File: src/hw/rtl/kbdsc_pkg.sv
// ----------------------------------------------------------------------------
// kbdsc_pkg
// Shared types and constants of the set-1 scancode event decoder.
// ----------------------------------------------------------------------------
package kbdsc_pkg;

  localparam int unsigned DefQueueDepth = 64;

  localparam int unsigned KindW  = 4;
  localparam int unsigned CharW  = 8;
  localparam int unsigned EventW = KindW + CharW;

  typedef enum logic [1:0] {
    REQ_SCAN = 2'd0,
    REQ_POP  = 2'd1,
    REQ_MAP  = 2'd2,
    REQ_NONE = 2'd3
  } req_e;

  typedef enum logic [KindW-1:0] {
    KIND_CHAR  = 4'd0,
    KIND_BKSP  = 4'd1,
    KIND_ENTER = 4'd2,
    KIND_UP    = 4'd3,
    KIND_DOWN  = 4'd4,
    KIND_LEFT  = 4'd5,
    KIND_RIGHT = 4'd6,
    KIND_PGUP  = 4'd7,
    KIND_PGDN  = 4'd8
  } kind_e;

  // Set-1 scancodes.
  localparam logic [7:0] ScExtPrefix = 8'hE0;
  localparam logic [7:0] ScUp        = 8'h48;
  localparam logic [7:0] ScDown      = 8'h50;
  localparam logic [7:0] ScLeft      = 8'h4B;
  localparam logic [7:0] ScRight     = 8'h4D;
  localparam logic [7:0] ScPgUp      = 8'h49;
  localparam logic [7:0] ScPgDn      = 8'h51;
  localparam logic [7:0] ScBksp      = 8'h0E;
  localparam logic [7:0] ScEnter     = 8'h1C;
  localparam logic [7:0] ScCtrlMake  = 8'h1D;
  localparam logic [7:0] ScCtrlBreak = 8'h9D;
  localparam logic [7:0] ScLShMake   = 8'h2A;
  localparam logic [7:0] ScRShMake   = 8'h36;
  localparam logic [7:0] ScLShBreak  = 8'hAA;
  localparam logic [7:0] ScRShBreak  = 8'hB6;

  // Decoded transaction as seen by the queue stage.
  typedef struct packed {
    logic             pop;
    logic             push;
    kind_e            kind;
    logic [CharW-1:0] ch;
  } op_t;

endpackage

File: src/hw/rtl/keyboard_scancode_event_decoder.sv
// ----------------------------------------------------------------------------
// keyboard_scancode_event_decoder
// Set-1 keyboard scancode decoder with an event queue held in a memory.
// ----------------------------------------------------------------------------
//  Channel | Direction | Handshake               | Payload
//  in      | input     | in_valid_i / in_stall_o | req_type, scan_byte, map_*
//  out     | output    | out_valid_o/out_stall_i | ev_valid, ev_kind, ev_char,
//          |           |                         | queue_level, dropped
//
//  One transaction per cycle while the input is not stalled: the accept
//  cycle reads the keymap and the queue memory, and when the decode stage
//  fires it updates the queue and loads the output register.
//  Reset clears the pointers, the fill count and the prefix, shift and ctrl
//  state; the keymap and the queue memory are not cleared.
//  A stall on the output holds the decode stage; the input stalls only when
//  the decode stage is full and the full output register is stalled.
// ----------------------------------------------------------------------------
module keyboard_scancode_event_decoder
  import kbdsc_pkg::*;
#(
  parameter int unsigned QUEUE_DEPTH = DefQueueDepth,
  localparam int unsigned PtrW = $clog2(QUEUE_DEPTH),
  localparam int unsigned LvlW = $clog2(QUEUE_DEPTH + 1)
) (
  input  logic             clk_i,
  input  logic             rst_ni,
  input  logic             in_valid_i,
  output logic             in_stall_o,
  input  logic [1:0]       req_type_i,
  input  logic [7:0]       scan_byte_i,
  input  logic             map_select_i,
  input  logic [6:0]       map_index_i,
  input  logic [CharW-1:0] map_char_i,
  output logic             out_valid_o,
  input  logic             out_stall_i,
  output logic             ev_valid_o,
  output logic [KindW-1:0] ev_kind_o,
  output logic [CharW-1:0] ev_char_o,
  output logic [LvlW-1:0]  queue_level_o,
  output logic             dropped_o
);

  logic accept;
  logic advance;
  logic fire;
  op_t  op;

  logic s2_valid_q, s2_valid_d;
  logic out_valid_q, out_valid_d;

  logic [PtrW-1:0] rd_ptr_q, rd_ptr_d, rd_ptr_inc;
  logic [PtrW-1:0] wr_ptr_q, wr_ptr_d, wr_ptr_inc;
  logic [LvlW-1:0] count_q, count_d;
  logic [PtrW-1:0] rd_addr;

  logic [EventW-1:0] queue_mem [QUEUE_DEPTH];
  logic [EventW-1:0] rd_data_q;
  logic [EventW-1:0] byp_data_q;
  logic              byp_hit_q;
  logic [EventW-1:0] wr_data;
  logic [EventW-1:0] pop_data;

  logic full;
  logic pop_ok;
  logic push_ok;

  logic             ev_valid_q;
  logic [KindW-1:0] ev_kind_q;
  logic [CharW-1:0] ev_char_q;
  logic [LvlW-1:0]  level_q;
  logic             dropped_q;

  kbdsc_front u_front (
    .clk_i        (clk_i),
    .rst_ni       (rst_ni),
    .accept_i     (accept),
    .req_type_i   (req_type_i),
    .scan_byte_i  (scan_byte_i),
    .map_select_i (map_select_i),
    .map_index_i  (map_index_i),
    .map_char_i   (map_char_i),
    .op_o         (op)
  );

  assign advance    = ~out_valid_q | ~out_stall_i;
  assign fire       = s2_valid_q & advance;
  assign in_stall_o = s2_valid_q & ~advance;
  assign accept     = in_valid_i & ~in_stall_o;

  assign full    = (count_q == LvlW'(QUEUE_DEPTH));
  assign pop_ok  = op.pop & (count_q != '0);
  assign push_ok = op.push & ~full;
  assign wr_data = {op.kind, op.ch};

  assign rd_ptr_inc = (rd_ptr_q == PtrW'(QUEUE_DEPTH - 1)) ? '0 : rd_ptr_q + 1'b1;
  assign wr_ptr_inc = (wr_ptr_q == PtrW'(QUEUE_DEPTH - 1)) ? '0 : wr_ptr_q + 1'b1;

  // A pop leaving the decode stage in this cycle moves the head forward.
  assign rd_addr = (fire & pop_ok) ? rd_ptr_inc : rd_ptr_q;

  always_comb begin
    rd_ptr_d = rd_ptr_q;
    wr_ptr_d = wr_ptr_q;
    count_d  = count_q;
    if (fire) begin
      if (pop_ok) begin
        rd_ptr_d = rd_ptr_inc;
        count_d  = count_q - 1'b1;
      end
      if (push_ok) begin
        wr_ptr_d = wr_ptr_inc;
        count_d  = count_q + 1'b1;
      end
    end
  end

  always_comb begin
    s2_valid_d = s2_valid_q;
    if (accept) begin
      s2_valid_d = 1'b1;
    end else if (fire) begin
      s2_valid_d = 1'b0;
    end
    out_valid_d = out_valid_q;
    if (fire) begin
      out_valid_d = 1'b1;
    end else if (!out_stall_i) begin
      out_valid_d = 1'b0;
    end
  end

  always_ff @(posedge clk_i or negedge rst_ni) begin
    if (!rst_ni) begin
      s2_valid_q  <= 1'b0;
      out_valid_q <= 1'b0;
      rd_ptr_q    <= '0;
      wr_ptr_q    <= '0;
      count_q     <= '0;
    end else begin
      s2_valid_q  <= s2_valid_d;
      out_valid_q <= out_valid_d;
      rd_ptr_q    <= rd_ptr_d;
      wr_ptr_q    <= wr_ptr_d;
      count_q     <= count_d;
    end
  end

  always_ff @(posedge clk_i) begin
    if (fire && push_ok) begin
      queue_mem[wr_ptr_q] <= wr_data;
    end
  end

  // The memory returns old data when the head entry is written in the same
  // cycle, so that write is captured on the side.
  always_ff @(posedge clk_i) begin
    if (accept) begin
      rd_data_q  <= queue_mem[rd_addr];
      byp_data_q <= wr_data;
      byp_hit_q  <= fire & push_ok & (wr_ptr_q == rd_addr);
    end
  end

  assign pop_data = byp_hit_q ? byp_data_q : rd_data_q;

  always_ff @(posedge clk_i) begin
    if (fire) begin
      ev_valid_q <= pop_ok;
      ev_kind_q  <= pop_ok ? pop_data[EventW-1:CharW] : '0;
      ev_char_q  <= pop_ok ? pop_data[CharW-1:0] : '0;
      level_q    <= count_d;
      dropped_q  <= op.push & full;
    end
  end

  assign out_valid_o   = out_valid_q;
  assign ev_valid_o    = ev_valid_q;
  assign ev_kind_o     = ev_kind_q;
  assign ev_char_o     = ev_char_q;
  assign queue_level_o = level_q;
  assign dropped_o     = dropped_q;

  a_count_bound: assert property (@(posedge clk_i) disable iff (!rst_ni)
    count_q <= LvlW'(QUEUE_DEPTH))
    else $error("queue fill count above depth");

  a_empty_ptrs: assert property (@(posedge clk_i) disable iff (!rst_ni)
    (count_q == '0 || count_q == LvlW'(QUEUE_DEPTH)) |-> (wr_ptr_q == rd_ptr_q))
    else $error("pointers disagree with empty or full queue");

  a_pop_or_drop: assert property (@(posedge clk_i) disable iff (!rst_ni)
    out_valid_o |-> !(ev_valid_o && dropped_o))
    else $error("result both popped and dropped");

  a_hold_stage: assert property (@(posedge clk_i) disable iff (!rst_ni)
    (s2_valid_q && !advance) |=> s2_valid_q)
    else $error("decode stage lost a transaction under stall");

endmodule

File: src/hw/rtl/kbdsc_front.sv
// ----------------------------------------------------------------------------
// kbdsc_front
// Scancode decoder front end: prefix, shift and ctrl tracking, the keymap
// memory and the ctrl fold of looked-up characters.
// ----------------------------------------------------------------------------
module kbdsc_front
  import kbdsc_pkg::*;
(
  input  logic             clk_i,
  input  logic             rst_ni,
  input  logic             accept_i,
  input  logic [1:0]       req_type_i,
  input  logic [7:0]       scan_byte_i,
  input  logic             map_select_i,
  input  logic [6:0]       map_index_i,
  input  logic [CharW-1:0] map_char_i,
  output op_t              op_o
);

  logic [CharW-1:0] keymap [256];
  logic [CharW-1:0] key_rd_q;

  logic prefix_q, prefix_d;
  logic shift_q, shift_d;
  logic ctrl_q, ctrl_d;

  // Registered descriptor of the accepted transaction.
  logic  pop_q, pop_d;
  logic  fixed_q, fixed_d;
  logic  lookup_q, lookup_d;
  logic  fold_q;
  kind_e kind_q, kind_d;

  req_e       req;
  logic [7:0] map_addr;
  logic [7:0] look_addr;
  logic [CharW-1:0] folded;

  assign req       = req_e'(req_type_i);
  assign map_addr  = {map_select_i, map_index_i};
  assign look_addr = {shift_q, scan_byte_i[6:0]};

  always_comb begin
    prefix_d = prefix_q;
    shift_d  = shift_q;
    ctrl_d   = ctrl_q;
    pop_d    = 1'b0;
    fixed_d  = 1'b0;
    lookup_d = 1'b0;
    kind_d   = KIND_CHAR;
    case (req)
      REQ_POP: begin
        pop_d = 1'b1;
      end
      REQ_SCAN: begin
        if (scan_byte_i == ScExtPrefix) begin
          prefix_d = 1'b1;
        end else if (prefix_q) begin
          prefix_d = 1'b0;
          fixed_d  = 1'b1;
          case (scan_byte_i)
            ScCtrlMake:  begin ctrl_d = 1'b1; fixed_d = 1'b0; end
            ScCtrlBreak: begin ctrl_d = 1'b0; fixed_d = 1'b0; end
            ScUp:        kind_d = KIND_UP;
            ScDown:      kind_d = KIND_DOWN;
            ScLeft:      kind_d = KIND_LEFT;
            ScRight:     kind_d = KIND_RIGHT;
            ScPgUp:      kind_d = KIND_PGUP;
            ScPgDn:      kind_d = KIND_PGDN;
            default:     fixed_d = 1'b0;
          endcase
        end else begin
          fixed_d = 1'b1;
          case (scan_byte_i)
            ScLShMake, ScRShMake:   begin shift_d = 1'b1; fixed_d = 1'b0; end
            ScLShBreak, ScRShBreak: begin shift_d = 1'b0; fixed_d = 1'b0; end
            ScCtrlMake:  begin ctrl_d = 1'b1; fixed_d = 1'b0; end
            ScCtrlBreak: begin ctrl_d = 1'b0; fixed_d = 1'b0; end
            ScBksp:      kind_d = KIND_BKSP;
            ScEnter:     kind_d = KIND_ENTER;
            ScUp:        kind_d = KIND_UP;
            ScDown:      kind_d = KIND_DOWN;
            ScPgUp:      kind_d = KIND_PGUP;
            ScPgDn:      kind_d = KIND_PGDN;
            default: begin
              // Other make codes go through the keymap; break codes are ignored.
              fixed_d  = 1'b0;
              lookup_d = ~scan_byte_i[7];
            end
          endcase
        end
      end
      default: ;
    endcase
  end

  always_ff @(posedge clk_i or negedge rst_ni) begin
    if (!rst_ni) begin
      prefix_q <= 1'b0;
      shift_q  <= 1'b0;
      ctrl_q   <= 1'b0;
    end else if (accept_i) begin
      prefix_q <= prefix_d;
      shift_q  <= shift_d;
      ctrl_q   <= ctrl_d;
    end
  end

  always_ff @(posedge clk_i) begin
    if (accept_i) begin
      pop_q    <= pop_d;
      fixed_q  <= fixed_d;
      lookup_q <= lookup_d;
      kind_q   <= kind_d;
      fold_q   <= ctrl_q;
    end
  end

  always_ff @(posedge clk_i) begin
    if (accept_i && req == REQ_MAP) begin
      keymap[map_addr] <= map_char_i;
    end
  end

  always_ff @(posedge clk_i) begin
    if (accept_i) begin
      key_rd_q <= keymap[look_addr];
    end
  end

  // With ctrl held, letters become control codes 1 to 26.
  always_comb begin
    folded = key_rd_q;
    if (fold_q) begin
      if (key_rd_q inside {[8'h41:8'h5A]}) begin
        folded = key_rd_q - 8'h40;
      end else if (key_rd_q inside {[8'h61:8'h7A]}) begin
        folded = key_rd_q - 8'h60;
      end
    end
  end

  always_comb begin
    op_o.pop  = pop_q;
    op_o.push = fixed_q | (lookup_q & (folded != '0));
    op_o.kind = fixed_q ? kind_q : KIND_CHAR;
    op_o.ch   = fixed_q ? '0 : folded;
  end

endmodule

File: config.mk
export PLATFORM = sky130hd
export DESIGN_NAME = keyboard_scancode_event_decoder
export DESIGN_NICKNAME = d
export VERILOG_FILES = /design/src/hw/rtl/kbdsc_pkg.sv /design/src/hw/rtl/keyboard_scancode_event_decoder.sv /design/src/hw/rtl/kbdsc_front.sv
export SDC_FILE = /design/constraint.sdc
export NUM_CORES = 2
export LEC_CHECK = 0
export BUFFER_PORTS_ARGS = -buffer_cell sky130_fd_sc_hd__clkbuf_2
export CORE_UTILIZATION = 45
export DETAILED_ROUTE_END_ITERATION = 16
export PLACE_DENSITY = 0.65
export SYNTH_ARGS = -nofsm -noshare
export SYNTH_HDL_FRONTEND = slang
export SYNTH_HIERARCHICAL = 1
export SYNTH_SLANG_ARGS = --single-unit
File: constraint.sdc
create_clock -name clk_i -period 7.8 [get_ports clk_i]
set_input_delay 0 -clock clk_i [delete_from_list [all_inputs] [get_ports clk_i]]
set_output_delay 0 -clock clk_i [all_outputs]
set_load 0.01 [all_outputs]
==> impl_metrics.ini <==
[sta]
setup_tns_ns = 0
fmax_ghz = 0.178
finalMaxSlewViolations = 2
rsz0062_at_grt = false
relSlewSlack_pct = -2.93
hold_violations = 0
worst_clock_skew_ns = 0.112
finalCritPeriodShare_pct = 72.0
fin_crit_ns = 5.62
worst_slew_pin_slew_ns = 1.50
final-setup-viol-count = 0

[setup_path]
cp-startpoint = u_front/key_rd_q[7]
cp.arrival_ns = 6.13
crit_family = simple AND/OR/NAND/NOR gates
crit_type = reg -> reg
regToRegStartpoint = u_front/key_rd_q[7]
rrSetupSlack_ns = 2.18
cp-end-kind = flip-flop
start_kind = flip-flop
path_max_fanout = 12
crit_buf_inv = 2
path_cells = inv_1 -> ha_1 -> and3_1 -> a31oi_1 -> o22ai_1 -> and2_1 -> o221ai_1 -> a41oi_1 -> a21boi_0 -> buf_4 -> nand2_1 -> nor2_1 -> nand3_1 -> nor2_1
critPathMaxStageDelay_ns = 1.13
crit_required_ns = 8.32
cp_common_cell = nor2_1
cpMaxStageDelayCell = nor2_1

[clocking]
cts_buffers = 311
clockBufferDepth = 4
cts_setup_buffers = 0
root_buffer = clkbuf_16
h-tree-depth = 5
clock_sinks = 2902
insertion_delay_ns = 0.97
cts_tree = done
path_clk_slew_ns = 0.06

[detailed_routing]
drtIter0Drc = 8263
via_count = 60600
routedWlPerCell_um = 31.0
drt-vias-per-instance = 6.18
ant_nets = 0
wl_um = 305000
drc = 0
first_pass_iters = 6

[synth]
async_flop_share_pct = 0.827
synth_cell_types = 84
synth_seq_area_share_pct = 76.7
synth_seq_cells = 2902
synth-edff-count = 2878
synthCells = 6108
syn_nets = 6145
synth_area_um2 = 113000
synth.avg_cell_area_um2 = 18.6
yosysWarnings = 6
synth_ff_type = edfxtp_1

[finish]
nNetsFinal = 6298
regArea_um2 = 87000
drive_above_1_share_pct = 17.5
multi_input_area_um2 = 24500
final_core_util_pct = 51.0
fillers = 19800
area_growth_syn_to_layout_pct = 12.1

[pwr]
peakVddDrop_mv = 0.337
p_leak_nw = 40.2
p_per_area_nw_per_um2 = 288

[global_route]
gr-usage-all-layers_pct = 23.6
grt_pass1_wl_um = 433000
antenna_found_initial = 21
grt_pass1_vias = 59300
grt_max_degree = 205
grt-ovfl-total = 0

[place]
dp_hpwl_um = 181000
routabilityCongestion = 0.879
io_buffers = 52

[floorplanning]
die_area_um2 = 254000
coreArea_um2 = 250000
io_pins = 53
die_w_um = 504
num_rows = 183
die_y_um = 504
start_util_pct = 45.4

[hold_path]
hp-start = map_index_i[4]
hp-class = in -> reg

[outcome]
status = finished, violations left
failed_checks = max-capacitance violations, max-slew violations

[run]
maxCapViolCount = 1
registers in the layout, indices dropped and copies added (netlist names), 4 cells and up:
signal            flops
count_q               7
rd_ptr_q              6
wr_ptr_q              6
rd_data_q            12
u_front/key_rd_q      8
queue_level_o         7
ev_char_o             8
u_front/keymap     2048
ev_kind_o             4
queue_mem           768
byp_data_q           12
u_front/kind_q        4
cells in the mapped netlist, types with 8 or more instances:
| cell | instances | area (µm²) |
|---|---|---|
| a2111oi_0 | 16 | 140 |
| a211oi_1 | 23 | 173 |
| a21oi_1 | 74 | 370 |
| a221oi_1 | 14 | 123 |
| a22o_1 | 16 | 140 |
| a22oi_1 | 102 | 766 |
| a31oi_1 | 78 | 488 |
| a32oi_1 | 77 | 674 |
| and2_1 | 17 | 106 |
| and3_1 | 25 | 156 |
| buf_1 | 22 | 82.6 |
| buf_2 | 100 | 500 |
| buf_4 | 41 | 308 |
| buf_6 | 38 | 428 |
| clkbuf_1 | 147 | 552 |
| dfrtp_1 | 24 | 601 |
| edfxtp_1 | 2878 | 86400 |
| inv_1 | 17 | 63.8 |
| mux2_2 | 25 | 282 |
| mux2i_1 | 250 | 2500 |
| mux4_1 | 12 | 315 |
| mux4_2 | 466 | 10500 |
| nand2_1 | 668 | 2510 |
| nand2b_1 | 10 | 62.6 |
| nand3_1 | 228 | 1140 |
| nand4_1 | 37 | 231 |
| nor2_1 | 397 | 1490 |
| nor2b_1 | 36 | 225 |
| nor3_1 | 14 | 70.1 |
| nor4_1 | 14 | 87.6 |
| o2111ai_1 | 8 | 70.1 |
| o211ai_1 | 19 | 143 |
| o21ai_0 | 43 | 215 |
| o221ai_1 | 11 | 96.3 |
| o22ai_1 | 21 | 131 |
| xnor2_1 | 11 | 96.3 |
cell usage in the layout (no fill, tap or decap), types with 29 or more instances in the layout:
cell	instances
clkinv_2	52
mux2i_1	249
nand4_1	37
clkbuf_16	318
buf_4	108
clkinv_1	53
clkbuf_1	57
clkbuf_2	41
nor2_1	389
o21ai_0	43
nand3_1	224
nor2b_1	29
a22oi_1	102
a31oi_1	78
nand2_1	668
a32oi_1	77
edfxtp_1	2878
mux4_2	466
a21oi_1	72
power breakdown:
part	internal [W]	switching (W)	leakage, nW	total, W
clock	0.00836	0.00586	4.75	0.0142
combinational	0.00143	0.00343	9.16	0.00486
sequential	0.0174	0.000145	26.3	0.0176
metrics by stage:
stage                     worst slack [ns]  total power (W)  hold WS (ns)  cells  instance area [µm²]
after detailed placement              2.25           0.0227         0.140   9255               117000
after global placement                2.19           0.0226         0.137   9254               117000
after floorplan                       3.77           0.0209        -0.296   6108               113000
after CTS                             2.25           0.0368       0.00567   9809               127000
final                                 2.18           0.0366         0.104   9817               127000
after global routing                  1.88           0.0376        0.0849   9816               127000
layer usage:
layer	wire, µm	vias to the layer above	track usage [%]
met2	144000	3483	37.0
met3	30500	662	4.91
met4	12900	6	9.49
met5	220	-	0
met1	117000	31600	32.4
li1	-	24900	-
worst reg2reg max path: cells and delay by family, from the launching register on:
family                     cells  cell delay (ns)
DFF                            1             0.50
AOI/OAI and AO/OA              5             1.34
and+or+nand+nor                6             2.79
buffers and inverters          2             0.38
adders and majority gates      1             0.22
path summary, 6_finish.rpt:
| check | to | depth (start not counted) |
|---|---|---|
| min in group asynchronous | u_front/shift_q | 4 |
| max in group asynchronous | out_valid_o | 4 |
| setup reg to reg | queue_mem[62][3] | 14 |
| hold / removal | u_front/keymap[248][7] | 4 |
| hold reg to reg | u_front/fold_q | 0 |
| setup / recovery | queue_mem[62][3] | 14 |
logic make-up (layout without fill, tap and decap cells):
logic type / Yosys count / count (layout) / synth area share [%]
fa+ha+maj: 7 / 7 / 0.0772
simple gates: 1486 / 1486 / 5.63
buf+inv: 379 / 750 / 1.85
mux: 754 / 754 / 12.0
compound gates: 564 / 564 / 3.60
other cells: 0 / 8 / 0
xor+xnor: 16 / 16 / 0.124
flops: 2902 / 2902 / 76.7
timing repair:
item	CTS	global route
gates resized for setup	0	0
hold buffers	23	0
hold endpoints to repair	778	0
area by class of cell:
cell class              instances  share of cell area, %
clock buffers                 378                   6.46
clock inverters               153                   1.17
flip-flops and latches       2902                   68.4
inverters                      22                 0.0708
multi-input cells            2827                   19.3
repair buffers                197                   1.32
well taps                    3330                   3.28
diodes                          8                 0.0157
Note: power is estimated with default switching activity, not from simulation.
